===== src/rtl/core/tte_pkg.sv =====
// Shared codes, widths and result types of the TFTP transfer engine.
`timescale 1ns / 1ps
package tte_pkg;

  localparam int BLOCK_BYTES = 512;
  localparam int LEN_W       = 10;
  localparam int BLK_W       = 16;
  localparam int RETRY_W     = 4;
  localparam int MAX_RES     = 3;
  localparam int QDEPTH      = 4;
  localparam int QPTR_W      = $clog2(QDEPTH);

  localparam logic [LEN_W-1:0]   BLOCK_LEN     = LEN_W'(BLOCK_BYTES);
  localparam logic [LEN_W-1:0]   HDR_LEN       = LEN_W'(4);
  localparam logic [RETRY_W-1:0] RETRIES_RESET = RETRY_W'(5);

  localparam logic [2:0] OP_START_READ  = 3'd0;
  localparam logic [2:0] OP_START_WRITE = 3'd1;
  localparam logic [2:0] OP_BLOCK_READY = 3'd2;
  localparam logic [2:0] OP_PACKET      = 3'd3;
  localparam logic [2:0] OP_TIMEOUT     = 3'd4;
  localparam logic [2:0] OP_SEND_FAILED = 3'd5;

  localparam logic [BLK_W-1:0] OPC_DATA  = 16'd3;
  localparam logic [BLK_W-1:0] OPC_ACK   = 16'd4;
  localparam logic [BLK_W-1:0] OPC_ERROR = 16'd5;

  localparam logic [2:0] ACT_FETCH_BLOCK   = 3'd0;
  localparam logic [2:0] ACT_SEND_DATA     = 3'd1;
  localparam logic [2:0] ACT_SEND_ACK      = 3'd2;
  localparam logic [2:0] ACT_WRITE_PAYLOAD = 3'd3;
  localparam logic [2:0] ACT_SEND_ERROR    = 3'd4;
  localparam logic [2:0] ACT_FINISHED      = 3'd5;

  localparam logic [1:0] ERR_SIZE    = 2'd0;
  localparam logic [1:0] ERR_MESSAGE = 2'd1;
  localparam logic [1:0] ERR_ACK_NUM = 2'd2;
  localparam logic [1:0] ERR_BLK_NUM = 2'd3;

  localparam logic [2:0] ST_COMPLETED   = 3'd0;
  localparam logic [2:0] ST_TIMED_OUT   = 3'd1;
  localparam logic [2:0] ST_PEER_ERROR  = 3'd2;
  localparam logic [2:0] ST_BAD_MESSAGE = 3'd3;
  localparam logic [2:0] ST_BAD_NUMBER  = 3'd4;
  localparam logic [2:0] ST_BAD_SIZE    = 3'd5;
  localparam logic [2:0] ST_SEND_FAILED = 3'd6;

  typedef struct packed {
    logic [2:0]       action;
    logic [BLK_W-1:0] block_id;
    logic [LEN_W-1:0] byte_count;
    logic [1:0]       error_kind;
    logic [2:0]       status;
  } res_t;

  typedef struct packed {
    res_t [MAX_RES-1:0] res;
    logic [1:0]         cnt;
  } entry_t;

  typedef struct packed {
    logic full;
    logic empty;
  } qstat_t;

  function automatic res_t mk_res(logic [2:0] action, logic [BLK_W-1:0] blk,
                                  logic [LEN_W-1:0] cnt, logic [1:0] err,
                                  logic [2:0] st);
    res_t r;
    r.action     = action;
    r.block_id   = blk;
    r.byte_count = cnt;
    r.error_kind = err;
    r.status     = st;
    return r;
  endfunction

endpackage


===== src/rtl/core/tte_front.sv =====
// Front end: session state, event classification and result bundles.
`timescale 1ns / 1ps
module tte_front
  import tte_pkg::*;
(
  input  logic               clk,
  input  logic               rst_n,
  input  logic               cfg_wr_en,
  input  logic [RETRY_W-1:0] cfg_wr_data,
  input  logic               in_valid,
  input  logic               in_ready,
  input  logic [2:0]         in_operation,
  input  logic [LEN_W-1:0]   in_block_length,
  input  logic [BLK_W-1:0]   in_packet_opcode,
  input  logic [BLK_W-1:0]   in_packet_block,
  input  logic [LEN_W-1:0]   in_packet_length,
  output logic               push,
  output entry_t             push_entry
);

  typedef enum logic [1:0] {PH_IDLE, PH_FETCH, PH_ACK, PH_DATA} phase_t;

  phase_t             phase_r, phase_nxt;
  logic [BLK_W-1:0]   block_counter_r, block_counter_nxt;
  logic [RETRY_W-1:0] retries_left_r, retries_left_nxt;
  logic               final_block_r, final_block_nxt;
  logic [LEN_W-1:0]   current_length_r, current_length_nxt;
  logic [RETRY_W-1:0] max_retries_r;

  logic [RETRY_W-1:0] limit;
  logic [LEN_W-1:0]   blen_c;
  logic [LEN_W-1:0]   pay_raw;
  logic [LEN_W-1:0]   pay_c;
  logic [BLK_W-1:0]   blk_inc;
  logic [BLK_W-1:0]   blk_dec;
  logic [RETRY_W-1:0] rl_sat;
  logic [BLK_W-1:0]   want_opc;
  entry_t             ent;
  logic               accept;

  assign accept  = in_valid && in_ready;
  assign limit   = (max_retries_r == '0) ? RETRY_W'(1) : max_retries_r;
  assign blen_c  = (in_block_length > BLOCK_LEN) ? BLOCK_LEN : in_block_length;
  assign pay_raw = in_packet_length - HDR_LEN;
  assign pay_c   = (pay_raw > BLOCK_LEN) ? BLOCK_LEN : pay_raw;
  assign blk_inc = block_counter_r + BLK_W'(1);
  assign blk_dec = block_counter_r - BLK_W'(1);
  assign rl_sat  = (retries_left_r == '0) ? '0 : retries_left_r - RETRY_W'(1);
  assign want_opc = (phase_r == PH_ACK) ? OPC_ACK : OPC_DATA;

  always_comb begin
    phase_nxt          = phase_r;
    block_counter_nxt  = block_counter_r;
    retries_left_nxt   = retries_left_r;
    final_block_nxt    = final_block_r;
    current_length_nxt = current_length_r;
    ent                = '0;
    case (in_operation)
      OP_START_READ: begin
        phase_nxt          = PH_FETCH;
        block_counter_nxt  = '0;
        final_block_nxt    = 1'b0;
        current_length_nxt = '0;
        retries_left_nxt   = '0;
        ent.res[0] = mk_res(ACT_FETCH_BLOCK, '0, '0, '0, '0);
        ent.cnt    = 2'd1;
      end
      OP_START_WRITE: begin
        phase_nxt          = PH_DATA;
        block_counter_nxt  = '0;
        final_block_nxt    = 1'b0;
        current_length_nxt = '0;
        retries_left_nxt   = limit;
        ent.res[0] = mk_res(ACT_SEND_ACK, '0, '0, '0, '0);
        ent.cnt    = 2'd1;
      end
      OP_BLOCK_READY: begin
        if (phase_r == PH_FETCH) begin
          block_counter_nxt  = blk_inc;
          current_length_nxt = blen_c;
          final_block_nxt    = (blen_c < BLOCK_LEN);
          retries_left_nxt   = limit - RETRY_W'(1);
          phase_nxt          = PH_ACK;
          ent.res[0] = mk_res(ACT_SEND_DATA, blk_inc, blen_c, '0, '0);
          ent.cnt    = 2'd1;
        end
      end
      OP_PACKET: begin
        if (phase_r == PH_ACK || phase_r == PH_DATA) begin
          if (in_packet_length < HDR_LEN) begin
            phase_nxt  = PH_IDLE;
            ent.res[0] = mk_res(ACT_SEND_ERROR, '0, '0, ERR_SIZE, '0);
            ent.res[1] = mk_res(ACT_FINISHED, '0, '0, '0, ST_BAD_SIZE);
            ent.cnt    = 2'd2;
          end else if (in_packet_opcode == OPC_ERROR) begin
            phase_nxt  = PH_IDLE;
            ent.res[0] = mk_res(ACT_FINISHED, '0, '0, '0, ST_PEER_ERROR);
            ent.cnt    = 2'd1;
          end else if (in_packet_opcode != want_opc) begin
            phase_nxt  = PH_IDLE;
            ent.res[0] = mk_res(ACT_SEND_ERROR, '0, '0, ERR_MESSAGE, '0);
            ent.res[1] = mk_res(ACT_FINISHED, '0, '0, '0, ST_BAD_MESSAGE);
            ent.cnt    = 2'd2;
          end else if (phase_r == PH_ACK) begin
            if (in_packet_block != block_counter_r) begin
              if (in_packet_block == blk_dec) begin
                if (retries_left_r == '0) begin
                  phase_nxt  = PH_IDLE;
                  ent.res[0] = mk_res(ACT_FINISHED, '0, '0, '0, ST_TIMED_OUT);
                end else begin
                  retries_left_nxt = retries_left_r - RETRY_W'(1);
                  ent.res[0] = mk_res(ACT_SEND_DATA, block_counter_r,
                                      current_length_r, '0, '0);
                end
                ent.cnt = 2'd1;
              end else begin
                phase_nxt  = PH_IDLE;
                ent.res[0] = mk_res(ACT_SEND_ERROR, '0, '0, ERR_ACK_NUM, '0);
                ent.res[1] = mk_res(ACT_FINISHED, '0, '0, '0, ST_BAD_NUMBER);
                ent.cnt    = 2'd2;
              end
            end else if (final_block_r) begin
              phase_nxt  = PH_IDLE;
              ent.res[0] = mk_res(ACT_FINISHED, '0, '0, '0, ST_COMPLETED);
              ent.cnt    = 2'd1;
            end else begin
              phase_nxt  = PH_FETCH;
              ent.res[0] = mk_res(ACT_FETCH_BLOCK, '0, '0, '0, '0);
              ent.cnt    = 2'd1;
            end
          end else begin
            if (in_packet_block != blk_inc) begin
              phase_nxt  = PH_IDLE;
              ent.res[0] = mk_res(ACT_SEND_ERROR, '0, '0, ERR_BLK_NUM, '0);
              ent.res[1] = mk_res(ACT_FINISHED, '0, '0, '0, ST_BAD_NUMBER);
              ent.cnt    = 2'd2;
            end else begin
              block_counter_nxt  = blk_inc;
              current_length_nxt = pay_c;
              final_block_nxt    = (pay_raw < BLOCK_LEN);
              retries_left_nxt   = limit;
              ent.res[0] = mk_res(ACT_WRITE_PAYLOAD, '0, pay_c, '0, '0);
              ent.res[1] = mk_res(ACT_SEND_ACK, blk_inc, '0, '0, '0);
              ent.cnt    = 2'd2;
              if (pay_raw < BLOCK_LEN) begin
                phase_nxt  = PH_IDLE;
                ent.res[2] = mk_res(ACT_FINISHED, '0, '0, '0, ST_COMPLETED);
                ent.cnt    = 2'd3;
              end
            end
          end
        end
      end
      OP_TIMEOUT: begin
        if (phase_r == PH_ACK) begin
          if (retries_left_r == '0) begin
            phase_nxt  = PH_IDLE;
            ent.res[0] = mk_res(ACT_FINISHED, '0, '0, '0, ST_TIMED_OUT);
          end else begin
            retries_left_nxt = retries_left_r - RETRY_W'(1);
            ent.res[0] = mk_res(ACT_SEND_DATA, block_counter_r, current_length_r,
                                '0, '0);
          end
          ent.cnt = 2'd1;
        end else if (phase_r == PH_DATA) begin
          retries_left_nxt = rl_sat;
          ent.res[0] = mk_res(ACT_SEND_ACK, block_counter_r, '0, '0, '0);
          ent.cnt    = 2'd1;
          if (rl_sat == '0) begin
            phase_nxt  = PH_IDLE;
            ent.res[1] = mk_res(ACT_FINISHED, '0, '0, '0, ST_TIMED_OUT);
            ent.cnt    = 2'd2;
          end
        end
      end
      OP_SEND_FAILED: begin
        if (phase_r == PH_ACK || phase_r == PH_DATA) begin
          phase_nxt  = PH_IDLE;
          ent.res[0] = mk_res(ACT_FINISHED, '0, '0, '0, ST_SEND_FAILED);
          ent.cnt    = 2'd1;
        end
      end
      default: begin
      end
    endcase
  end

  assign push       = accept && (ent.cnt != 2'd0);
  assign push_entry = ent;

  always_ff @(posedge clk) begin
    if (!rst_n) begin
      phase_r          <= PH_IDLE;
      block_counter_r  <= '0;
      retries_left_r   <= '0;
      final_block_r    <= 1'b0;
      current_length_r <= '0;
      max_retries_r    <= RETRIES_RESET;
    end else begin
      if (cfg_wr_en) begin
        max_retries_r <= cfg_wr_data;
      end
      if (accept) begin
        phase_r          <= phase_nxt;
        block_counter_r  <= block_counter_nxt;
        retries_left_r   <= retries_left_nxt;
        final_block_r    <= final_block_nxt;
        current_length_r <= current_length_nxt;
      end
    end
  end

endmodule


===== src/rtl/core/tte_queue.sv =====
// Short queue of result bundles between front and back end.
`timescale 1ns / 1ps
module tte_queue
  import tte_pkg::*;
(
  input  logic   clk,
  input  logic   rst_n,
  input  logic   push,
  input  entry_t push_entry,
  input  logic   pop,
  output entry_t head,
  output qstat_t stat
);

  entry_t            mem [QDEPTH];
  logic [QPTR_W-1:0] wr_ptr_r, rd_ptr_r;
  logic [QPTR_W:0]   count_r, count_nxt;

  always_comb begin
    count_nxt = count_r;
    if (push && !pop) begin
      count_nxt = count_r + (QPTR_W+1)'(1);
    end else if (pop && !push) begin
      count_nxt = count_r - (QPTR_W+1)'(1);
    end
  end

  assign stat.full  = (count_r == (QPTR_W+1)'(QDEPTH));
  assign stat.empty = (count_r == '0);
  assign head       = mem[rd_ptr_r];

  always_ff @(posedge clk) begin
    if (push) begin
      mem[wr_ptr_r] <= push_entry;
    end
  end

  always_ff @(posedge clk) begin
    if (!rst_n) begin
      wr_ptr_r <= '0;
      rd_ptr_r <= '0;
      count_r  <= '0;
    end else begin
      if (push) begin
        wr_ptr_r <= wr_ptr_r + QPTR_W'(1);
      end
      if (pop) begin
        rd_ptr_r <= rd_ptr_r + QPTR_W'(1);
      end
      count_r <= count_nxt;
    end
  end

endmodule


===== src/rtl/core/tte_back.sv =====
// Back end: unpack result bundles; one result per cycle while out_ready.
`timescale 1ns / 1ps
module tte_back
  import tte_pkg::*;
(
  input  logic             clk,
  input  logic             rst_n,
  input  entry_t           head,
  input  qstat_t           stat,
  output logic             pop,
  output logic             out_valid,
  input  logic             out_ready,
  output logic [2:0]       out_action,
  output logic [BLK_W-1:0] out_block_id,
  output logic [LEN_W-1:0] out_byte_count,
  output logic [1:0]       out_error_kind,
  output logic [2:0]       out_status,
  output logic             out_last
);

  entry_t     ent_r;
  logic [1:0] idx_r, idx_nxt;
  logic       busy_r, busy_nxt;
  logic       done;
  res_t       cur;

  assign cur      = ent_r.res[idx_r];
  assign out_last = (idx_r == ent_r.cnt - 2'd1);
  assign done     = busy_r && out_ready && out_last;
  assign pop      = !stat.empty && (!busy_r || done);

  always_comb begin
    idx_nxt  = idx_r;
    busy_nxt = busy_r;
    if (pop) begin
      idx_nxt  = 2'd0;
      busy_nxt = 1'b1;
    end else if (done) begin
      busy_nxt = 1'b0;
    end else if (busy_r && out_ready) begin
      idx_nxt = idx_r + 2'd1;
    end
  end

  assign out_valid      = busy_r;
  assign out_action     = cur.action;
  assign out_block_id   = cur.block_id;
  assign out_byte_count = cur.byte_count;
  assign out_error_kind = cur.error_kind;
  assign out_status     = cur.status;

  always_ff @(posedge clk) begin
    if (pop) begin
      ent_r <= head;
    end
  end

  always_ff @(posedge clk) begin
    if (!rst_n) begin
      busy_r <= 1'b0;
      idx_r  <= 2'd0;
    end else begin
      busy_r <= busy_nxt;
      idx_r  <= idx_nxt;
    end
  end

endmodule


===== src/rtl/core/tftp_transfer_engine.sv =====
// An event's first result passes the bundle queue and the back end's entry
// register before it is offered. Events are taken one per cycle while the
// queue is not full; results leave one per cycle while out_ready is high.
// The four-entry bundle queue sets how far events run ahead of results.
// Reset (synchronous, active low) empties the queue, idles the session
// and sets max_retries to 5.
`timescale 1ns / 1ps
module tftp_transfer_engine
  import tte_pkg::*;
(
  input  logic               clk,
  input  logic               rst_n,
  input  logic               cfg_wr_en,
  input  logic [RETRY_W-1:0] cfg_wr_data,
  input  logic               in_valid,
  output logic               in_ready,
  input  logic [2:0]         in_operation,
  input  logic [LEN_W-1:0]   in_block_length,
  input  logic [BLK_W-1:0]   in_packet_opcode,
  input  logic [BLK_W-1:0]   in_packet_block,
  input  logic [LEN_W-1:0]   in_packet_length,
  output logic               out_valid,
  input  logic               out_ready,
  output logic [2:0]         out_action,
  output logic [BLK_W-1:0]   out_block_id,
  output logic [LEN_W-1:0]   out_byte_count,
  output logic [1:0]         out_error_kind,
  output logic [2:0]         out_status,
  output logic               out_last
);

  logic   push;
  logic   pop;
  entry_t push_entry;
  entry_t head;
  qstat_t stat;

  assign in_ready = !stat.full;

  tte_front u_front (
    .clk              (clk),
    .rst_n            (rst_n),
    .cfg_wr_en        (cfg_wr_en),
    .cfg_wr_data      (cfg_wr_data),
    .in_valid         (in_valid),
    .in_ready         (in_ready),
    .in_operation     (in_operation),
    .in_block_length  (in_block_length),
    .in_packet_opcode (in_packet_opcode),
    .in_packet_block  (in_packet_block),
    .in_packet_length (in_packet_length),
    .push             (push),
    .push_entry       (push_entry)
  );

  tte_queue u_queue (
    .clk        (clk),
    .rst_n      (rst_n),
    .push       (push),
    .push_entry (push_entry),
    .pop        (pop),
    .head       (head),
    .stat       (stat)
  );

  tte_back u_back (
    .clk            (clk),
    .rst_n          (rst_n),
    .head           (head),
    .stat           (stat),
    .pop            (pop),
    .out_valid      (out_valid),
    .out_ready      (out_ready),
    .out_action     (out_action),
    .out_block_id   (out_block_id),
    .out_byte_count (out_byte_count),
    .out_error_kind (out_error_kind),
    .out_status     (out_status),
    .out_last       (out_last)
  );

endmodule


===== config.mk =====
export PLATFORM = sky130hd
export DESIGN_NAME = tftp_transfer_engine
export DESIGN_NICKNAME = d
export VERILOG_FILES = /design/src/rtl/core/tte_pkg.sv /design/src/rtl/core/tte_front.sv /design/src/rtl/core/tte_queue.sv /design/src/rtl/core/tte_back.sv /design/src/rtl/core/tftp_transfer_engine.sv
export SDC_FILE = /design/constraint.sdc
export NUM_CORES = 1
export LEC_CHECK = 0
export BUFFER_PORTS_ARGS = -buffer_cell sky130_fd_sc_hd__buf_2
export CORE_ASPECT_RATIO = 1.25
export CORE_MARGIN = 3
export CORE_UTILIZATION = 58
export DETAILED_ROUTE_END_ITERATION = 7
export GPL_ROUTABILITY_DRIVEN = 0
export PLACE_DENSITY = 0.79
export REMOVE_ABC_BUFFERS = 1
export SETUP_SLACK_MARGIN = 0.2
export SYNTH_ARGS = -nofsm -noshare
export SYNTH_HDL_FRONTEND = slang
export SYNTH_HIERARCHICAL = 1
export SYNTH_SLANG_ARGS = --single-unit
export TNS_END_PERCENT = 20

===== constraint.sdc =====
create_clock -name clk -period 8.7 [get_ports clk]
set_input_delay 0 -clock clk [delete_from_list [all_inputs] [get_ports clk]]
set_output_delay 0 -clock clk [all_outputs]
set_load 0.01 [all_outputs]

# Word-level counts from Yosys, hierarchy flattened
# Memory sizes are Yosys's and may differ from the RTL's. A register that Yosys moved wholly into a read port is not among the register bits.
# Index checks and enable logic that the tools add are counted.
dict set report classes {
  addsub 11
  n_mul 0
  n_div 0
  order_cmp 6
  n_eq_ne 29
  shift 0
  mux 96
  bitwise 2
  reduce_logical 31
}
# cell count
set ops {}
lappend ops {{$mux 34} 13}
lappend ops {{$mux 70} 5}
lappend ops {{$mux 36} 6}
lappend ops {{$pmux 36 s6} 1}
lappend ops {{$mux 16} 7}
lappend ops {{$mux 104} 1}
lappend ops {{$mux 10} 9}
lappend ops {{$bmux 34 s2} 1}
lappend ops {{$mux 68} 1}
lappend ops {{$pmux 34 s2} 1}
lappend ops {{$mux 4} 14}
lappend ops {{$ne 16x16->1} 3}
lappend ops {{$pmux 16 s3} 1}
lappend ops {{$mux 2} 16}
lappend ops {{$pmux 10 s3} 1}
lappend ops {{$gt 10x10->1 const B} 2}
lappend ops {{$lt 10x10->1 const B} 2}
lappend ops {{$pmux 4 s5} 1}
lappend ops {{$add 16x1->16 const B} 1}
lappend ops {{$eq 16x16->1} 1}
lappend ops {{$eq 16x3->1 const B} 1}
lappend ops {{$sub 16x1->16 const B} 1}
lappend ops {{$mux 1} 13}
lappend ops {{$logic_not 4->1} 3}
lappend ops {{37 further kinds} 70}
dict set report word_totals {
  reg_bits 47
  latchBits 0
  ramBits 416
  rom_bits 0
  word_cells 187
  memories 1
}
# name depth word_bits read_ports rd_ports_with_merged_regs write_ports line_no
set memory_table {}
lappend memory_table {u_queue.mem 4 104 1 1 1 tte_queue.sv:15} ;# entry_t mem [QDEPTH];

# Logic depth before layout (Yosys ltp)
# Gate-level depths: netlist of the first run.
dict set report logic_depth {
  depth_word 16
  ltp_mapped 17
  depth_no_buf 16
}

# By module
# Netlist of the first run, hierarchy kept.
# mod instances cells_per_inst area_each_um2
set modules_own_cells {}
lappend modules_own_cells {tte_queue 1 587 15469.8}
lappend modules_own_cells {tte_front 1 786 5450.2}
lappend modules_own_cells {tte_back 1 247 4115.2}
lappend modules_own_cells {tftp_transfer_engine 1 1 3.8}

# Worst setup path before layout of the first run
# Ideal clock, no wire load.
dict set report synth_path {
  path_kind {register to register}
  startpoint {reg u_queue.count_r[0]}
  endpoint {reg u_queue.count_r[2]}
  setup_ps 76
  t_arrival_ps 9487
  t_required_ps 8624
  path_slack_ps -863
  path_stages_with_launch 10
  n_path_buf 0
  period_less_slack_ps 9563
  cell_sequence {dfxtp_1 > nor3_1 > o21ai_0 > inv_1 > ha_1 > inv_1 > fa_1 > xor2_1 > or3_1 > a21boi_0}
}
# item line_no
set synth_lines {}
lappend synth_lines {{start: declaration} tte_queue.sv:17} ;# logic [QPTR_W:0] count_r, count_nxt;
lappend synth_lines {{start signal: assignment} tte_queue.sv:50} ;# count_r <= count_nxt;

# Final worst setup path of the first run
dict set report layout_path {
  startpoint {reg u_front.block_counter_r[0]}
  endpoint {mem u_queue/mem[3][4] (netlist name), enable pin}
}
dict set report layout_via {
  elab_chain_cells 14
}
# item line_no
set layout_lines {}
lappend layout_lines {{start: declaration} tte_front.sv:24} ;# logic [BLK_W-1:0] block_counter_r, block_counter_nxt;
lappend layout_lines {{start signal: assignment} tte_front.sv:205} ;# block_counter_r <= block_counter_nxt;
lappend layout_lines {{$sub 16x1->16} tte_front.sv:47} ;# assign blk_dec = block_counter_r - BLK_W'(1);
lappend layout_lines {{$eq 16x16->1} tte_front.sv:106} ;# if (in_packet_block == blk_dec) begin
lappend layout_lines {{$mux 36} tte_front.sv:106}
lappend layout_lines {{$mux 36} tte_front.sv:105} ;# if (in_packet_block != block_counter_r) begin
lappend layout_lines {{$mux 70 *} tte_front.sv:104} ;# end else if (phase_r == PH_ACK) begin
lappend layout_lines {{$mux 70 *} tte_front.sv:99} ;# end else if (in_packet_opcode != want_opc) begin
lappend layout_lines {{$mux 36 *} tte_front.sv:95} ;# end else if (in_packet_opcode == OPC_ERROR) begin
lappend layout_lines {{$mux 70 *} tte_front.sv:90} ;# if (in_packet_length < HDR_LEN) begin
lappend layout_lines {{$mux 104 *} tte_front.sv:89} ;# if (phase_r == PH_ACK || phase_r == PH_DATA) begin
lappend layout_lines {{$pmux 36 s6 *} tte_front.sv:58} ;# case (in_operation)
lappend layout_lines {{$reduce_bool 2->1 *} tte_front.sv:188} ;# assign push = accept && (ent.cnt != 2'd0);
lappend layout_lines {{$logic_and 1x1->1 *} tte_front.sv:188}
lappend layout_lines {{named net push} tftp_transfer_engine.sv:32} ;# logic push;
lappend layout_lines {{$mux 1 *} tte_queue.sv:33} ;# if (push) begin
lappend layout_lines {{$mux 1 (not written as such) *} tte_queue.sv:34} ;# mem[wr_ptr_r] <= push_entry;
lappend layout_lines {{end: declaration} tte_queue.sv:15}
# The timed path passes the listed nets; every way through them passes the cells marked *.

==> impl_results.md, run 1 <==
- HPWL after DPL: 32200 um
- Status: complete, no violations
- Vias in the first global route: 14700
- Worst VDD drop: 231 uV
- Fin Hold WS: 0.00631 ns
- First-pass GRT wire length: 83800 um
- Primary FF master, synth: edfxtp_1
- Vias per cell: 6.23
- Antenna-violating nets left: 0
- Crit path kind: reg2reg
- Area of the core: 42400 um2
- Fin crit share: 66.3%
- Area leader, netlist: edfxtp_1
- Critical Path, Cell by Cell: ha_1 > and3_1 > nand4_1 > xnor2_1 > or4_4 > or4_4 > nor4_1 > o41a_1 > and2_4 > buf_4
- Fill cells: 2881
- Final hold vios: 0
- DRT Pass-1 Iters: 6
- Fin. max-slew vios: 0
- Gr usage total: 24.0%
- Effective utilization at floorplan: 59.1%
- Ys Warns: 6
- Crit path required time: 8.91 ns
- Final Setup Violations: 0
- Fin nets: 1801
- Most numerous cell on the critical path: or4_4
- CP max stage cell: and2_4
- Slew HR: 13.1%
- Skew-Pair Late Insertion Delay: 0.59 ns
- Top cell type's share of synthesized area: 62.4%
- I/O pins: 101
- CTS tree: yes
- Syn Inst Count: 1621
- Final min period: 5.77 ns
- CP max FO: 60
- Initial antenna violation count: 2
- P&R area growth vs syn: 10.3%
- Number of synthesized flops with an enable pin: 520
- Final Core Density: 65.2%
- Synth area leaders: edfxtp_1 (62%), mux4_2 (9.4%), dfxtp_1 (3.9%), nand2_1 (2.1%), mux2i_1 (1.9%)
- PostCTS Resize Cnt: 0
- Pwr Density: 264 nW/um2
- Via count: 14500
- Post-synth ARST share: 0%
- Die ar.: 45700 um2
- Total Wirelength: 53900 um
- Static leakage: 0.00894 uW
- Layout cells sized above 1: 20.0%
- DRC Markers: 0
- CP Launch Type: flip-flop
- Drt initial violations: 1601
- Crit path largest cell delay: 0.84 ns
- RSZ-0062 raised after global routing: false
- Post-DR wirelength/cell: 23.2 um
- Synth Cell Area: 25000 um2
- Largest net degree at the start of global routing: 68
- Clk root buf: clkbuf_16
- Count of cell types in the netlist: 87
- Clock Path Buffers: 3
- CP Data Arrival Time: 5.97 ns
- Die width: 192 um
- Worst-path clk slew: 0.06 ns
- Dpl cells: 2196
- Port Buffer Count: 100
- Total CTS buffers: 53
- Crit path capture type: flip-flop
- Worst-Margin Slew: 1.30 ns
- Fin cells: 2327
- Number of synthesized register bits: 569
- Sequential area share after synthesis: 66.3%
- Post-synth top cells: edfxtp_1 (520), nand2_1 (142), mux4_2 (104)
- Most instantiated library cell after synthesis: edfxtp_1
- # rows: 84
- Grt ovf: 0
- Max Freq: 173 MHz
- H-tree depth: 2
- Min-Delay Path Class: in2reg
- Clock Skew: 0.0288 ns
- Max-cap viol count: 0
- Mean post-synth cell area: 15.4 um2
- CTS Sinks: 569
- Die H: 238 um
==> worst paths after layout <==
path	slack, ns	from	cells past startpoint	to
worst max-delay path	2.93	u_front/block_counter_r[0]	10	u_queue/mem[3][4]
worst min register to register	0.46	u_front/current_length_r[6]	2	u_front/current_length_r[6]
worst max register to register	2.93	u_front/block_counter_r[0]	10	u_queue/mem[3][4]
worst min-delay path	0.006	rst_n	3	u_front/max_retries_r[2]
==> cell type report <==
type                            instances  area (um2)  share of cell area (%)
Multi-Input combinational cell        924        7560                    27.4
Antenna cell                            2        5.00                  0.0181
Inverter                               26        97.6                   0.353
Clock inverter                         24         278                    1.01
Timing Repair Buffer                  147         926                    3.35
Sequential cell                       569       16600                    60.1
Clock buffer                           76        1450                    5.26
Tap cell                              559         699                    2.53
==> state kept, by name (all words and copies together) (netlist names), 2 cells and up, named ones only <==
register and count:
u_front/block_counter_r 16, u_queue/mem 416, u_front/phase_r 2, u_queue/rd_ptr_r 2
u_queue/wr_ptr_r 2, u_front/max_retries_r 4, u_back/ent_r 104, u_front/retries_left_r 4
u_queue/count_r 3, u_front/current_length_r 10, u_back/idx_r 2
==> placed cells by master, fill, tap and decap left out, drive strengths merged, types with 9 or more instances in the layout <==
cell type,count
dlygate4sd3,29
or3,12
dfxtp,49
nor3,26
conb,44
mux4,104
nand4,12
a31oi,11
ha,15
clkinv,18
a311oi,13
o22ai,16
nand3,40
clkbuf,76
xnor2,29
or4,9
nand3b,9
nor2b,12
buf,118
a21oi,52
a21boi,14
nand2,144
edfxtp,520
mux2i,48
and2,15
o21ai,67
nand2b,10
nor4,17
xor2,26
inv,25
nor2,88
==> worst max-delay path, delay by kind of cell (launching register included) <==
family          cells  cell delay (ns)
compound gates      1             0.38
flops               1             0.54
xor+xnor            1             0.23
simple gates        6             3.01
fa+ha+maj           1             0.41
buf+inv             1             0.71
==> logic make-up after synthesis <==
group | count (synthesis) | share of synthesized area, %
compound gates | 230 | 6.49
fa+ha+maj | 16 | 0.830
buf+inv | 171 | 4.27
simple gates | 423 | 8.63
flops | 569 | 66.3
other cells | 1 | 0.0150
mux | 156 | 11.5
xor+xnor | 55 | 2.03
==> per-stage QoR <==
stage	area [um2]	setup slack, ns	setup TNS [ns]	total power [uW]
floorplan	24200	-0.863	-7.29	4740
global placement	25600	3.12	0	5040
detailed placement	25600	3.03	0	5080
CTS	27600	2.99	0	7350
global route	27600	2.55	0	7590
finish	27600	2.93	0	7290
==> layer usage <==
metal / share of wire (%) / track usage (%) / wire [um] / vias up
li1: - / - / - / 6398
met1: 39 / 32.6 / 20800 / 7191
met2: 50 / 40.0 / 27000 / 740
met3: 7.5 / 2.91 / 4060 / 163
met4: 3.8 / 9.37 / 2030 / 0
met5: 0 / 0 / 0 / -
==> where the power goes <==
group	switching (uW)	internal, uW
clock network	962	1320
registers	164	3440
logic	819	590
total	1950	5350
==> what timing repair did <==
action	CTS	global route
hold endpoints to repair	58	0
hold buffers	29	0
setup buffers	0	0
Power figures use the tool's default switching activity.
==> run 2, diff against run 1 <==
Settings changed: CORE_UTILIZATION 58 to 60, PLACE_DENSITY 0.79 to 0.78.
Clock period 8.7 ns to 5.95 ns, I/O delays scaled along.
==> impl_results.md, run 2 (synthesized netlist as in run 1, its figures left out) <==
- Status: complete, no violations (unchanged)
- Worst-case reg-to-reg path depth: 14 (was 10)
- Gr usage total: 24.7% (was 24.0%)
- Clk root buf: clkbuf_16 (unchanged)
- Worst Hold Depth: 3 (unchanged)
- Die H: 234 um (was 238 um)
- Diode count: 0 (was 2)
- Crit path max-delay family: simple AND/OR/NAND/NOR gates (unchanged)
- Commonest non-fill, non-tap cells in the layout: edfxtp_1 (520), nand2_1 (142), mux4_2 (104) (unchanged)
- Post-DR wirelength/cell: 23.3 um (was 23.2 um)
- Clock Skew: 0.0243 ns (was 0.0288 ns)
- P&R area growth vs syn: 10.6% (was 10.3%)
- Drt initial violations: 1648 (was 1601)
- First-pass GRT wire length: 83200 um (was 83800 um)
- Register-to-register setup slack: 0.77 ns (was 2.93 ns)
- Layout cells sized above 1: 20.8% (was 20.0%)
- Die width: 189 um (was 192 um)
- Final Setup Violations: 0 (unchanged)
- CP Launch Type: flip-flop (unchanged)
- Fin crit share: 87.1% (was 66.3%)
- Final min period: 5.18 ns (was 5.77 ns)
- RSZ-0062 raised after global routing: false (unchanged)
- Largest net degree at the start of global routing: 67 (was 68)
- Hold worst-path end: u_queue/mem[2][8] (was u_front/max_retries_r[2])
- Initial antenna violation count: 1 (was 2)
- Clock Path Buffers: 3 (unchanged)
- HPWL after DPL: 33100 um (was 32200 um)
- # rows: 83 (was 84)
- CP Data Arrival Time: 5.68 ns (was 5.97 ns)
- Worst-Margin Slew: 1.23 ns (was 1.30 ns)
- Top flop regs: u_queue/mem: 416 flops, u_back/ent_r: 104 flops, u_front/block_counter_r: 16 flops (unchanged)
- Effective utilization at floorplan: 60.9% (was 59.1%)
- CP max stage cell: or4_4 (was and2_4)
- Max-cap viol count: 0 (unchanged)
- Crit path capture type: flip-flop (unchanged)
- Skew-Pair Late Insertion Delay: 0.58 ns (was 0.59 ns)
- Grt ovf: 0 (unchanged)
- DRT Pass-1 Iters: 6 (unchanged)
- Worst-path clk slew: 0.06 ns (about the same)
- Worst VDD drop: 248 uV (was 231 uV)
- Pwr Density: 382 nW/um2 (was 264 nW/um2)
- CTS Sinks: 569 (unchanged)
- Worst Path Buf+Inv: 1 (unchanged)
- Total CTS buffers: 52 (was 53)
- Max Freq: 193 MHz (was 173 MHz)
- Antenna-violating nets left: 0 (unchanged)
- Final Core Density: 67.3% (was 65.2%)
- H-tree depth: 2 (unchanged)
- Crit path largest cell delay: 0.60 ns (was 0.84 ns)
- CTS tree: yes (unchanged)
- Fill cells: 2805 (was 2881)
- Dpl cells: 2199 (was 2196)
- Port Buffer Count: 100 (unchanged)
- Total Wirelength: 54100 um (was 53900 um)
- Most common cell after layout, fill and taps aside: edfxtp_1 (unchanged)
- Die ar.: 44200 um2 (was 45700 um2)
- Vias in the first global route: 14600 (was 14700)
- RR Endpoint: u_queue/count_r[2] (was u_queue/mem[3][4])
- Final hold vios: 0 (unchanged)
- I/O pins: 101 (unchanged)
- Worst R2R Start: u_front/block_counter_r[0] (unchanged)
- Hold path startpoint: in_packet_length[1] (was rst_n)
- Slew HR: 17.7% (was 13.1%)
- DRC Markers: 0 (unchanged)
- Vias per cell: 6.24 (was 6.23)
- Static leakage: 0.00904 uW (was 0.00894 uW)
- Critical Path, Cell by Cell: ha_1 > and3_1 > nand4_1 > xnor2_1 > or4_4 > or4_4 > nor4_1 > o41a_1 > ha_1 > inv_1 > fa_1 > xor2_1 > or3_1 > a21boi_0 (was ha_1 > and3_1 > nand4_1 > xnor2_1 > or4_4 > or4_4 > nor4_1 > o41a_1 > and2_4 > buf_4)
- Max FFs per register: 416 (unchanged)
- CP max FO: 11 (was 60)
- Crit path required time: 6.45 ns (was 8.91 ns)
- Fin cells: 2326 (was 2327)
- Biggest register: u_queue/mem (unchanged)
- Fin nets: 1810 (was 1801)
- Area of the core: 41100 um2 (was 42400 um2)
- Via count: 14500 (about the same)
- Min-Delay Path Class: in2reg (unchanged)
- Crit path kind: reg2reg (unchanged)
- Fin. max-slew vios: 0 (unchanged)
## run 2: timing repair
action	4_1_cts	5_1_grt
setup buffers	0	0
hold buffers	29	0
hold endpoints to repair	57	0
resized for setup	0	0
## run 2: layer usage
| metal | global-route usage (%) | vias up | part of all wire [%] |
|---|---|---|---|
| li1 | - | 6420 | - |
| met1 | 32.7 | 7187 | 38 |
| met2 | 41.8 | 747 | 50 |
| met3 | 3.62 | 165 | 7.5 |
| met4 | 10.2 | 2 | 4.1 |
| met5 | 0 | - | 0.024 |
## run 2: worst max-delay path by stage
stage,end,cells past startpoint,startpoint,slack (ns)
after detailed placement,u_queue/count_r[2],14,u_front/block_counter_r[0],0.88
after global routing,u_queue/count_r[2],14,u_front/block_counter_r[0],0.54
after global placement,u_queue/count_r[2],14,u_front/block_counter_r[0],1.07
after floorplan,u_queue/count_r[2],9,u_queue/count_r[0],-3.61
after CTS,u_queue/count_r[2],14,u_front/block_counter_r[0],0.86
final,u_queue/count_r[2],14,u_front/block_counter_r[0],0.77
## run 2: cell type report
type / count / area, um2 / area share, %
sequential: 569 / 16600 / 60.0
clock inverter: 34 / 280 / 1.01
tap: 552 / 691 / 2.49
inverter: 26 / 97.6 / 0.353
timing repair buffer: 157 / 1080 / 3.89
multi-input combinational: 924 / 7560 / 27.3
clock buffer: 64 / 1380 / 4.98
## run 2: report_power, final
part / switching (uW) / total (uW) / internal [uW]
logic: 1140 / 2010 / 866
registers: 311 / 5340 / 5030
clock network: 1400 / 3220 / 1830
total: 2850 / 10600 / 7720
## run 2: worst register-to-register path: cells and delay by family, from the launching register on
family / cells / cell delay, ns
AND/OR/NAND/NOR: 6 / 2.48
adder cells (fa/ha/maj): 3 / 1.05
flip-flops: 1 / 0.53
AO/OA/AOI/OAI: 2 / 0.59
buffers and inverters: 1 / 0.06
XOR/XNOR: 2 / 0.40
## run 2: per-stage QoR
step / instance area [um2] / worst slack (ns) / setup TNS, ns / power [uW] / hold WS [ns]
6_report: 27700 / 0.770 / 0 / 10600 / 0.0675
3_3_place_gp: 25700 / 1.07 / 0 / 7380 / 0.218
2_1_floorplan: 24200 / -3.61 / -368.59 / 6730 / 0.0619
5_1_grt: 27700 / 0.536 / 0 / 11000 / 0.0713
3_5_place_dp: 25700 / 0.879 / 0 / 7430 / 0.223
4_1_cts: 27700 / 0.857 / 0 / 10700 / 0.0389
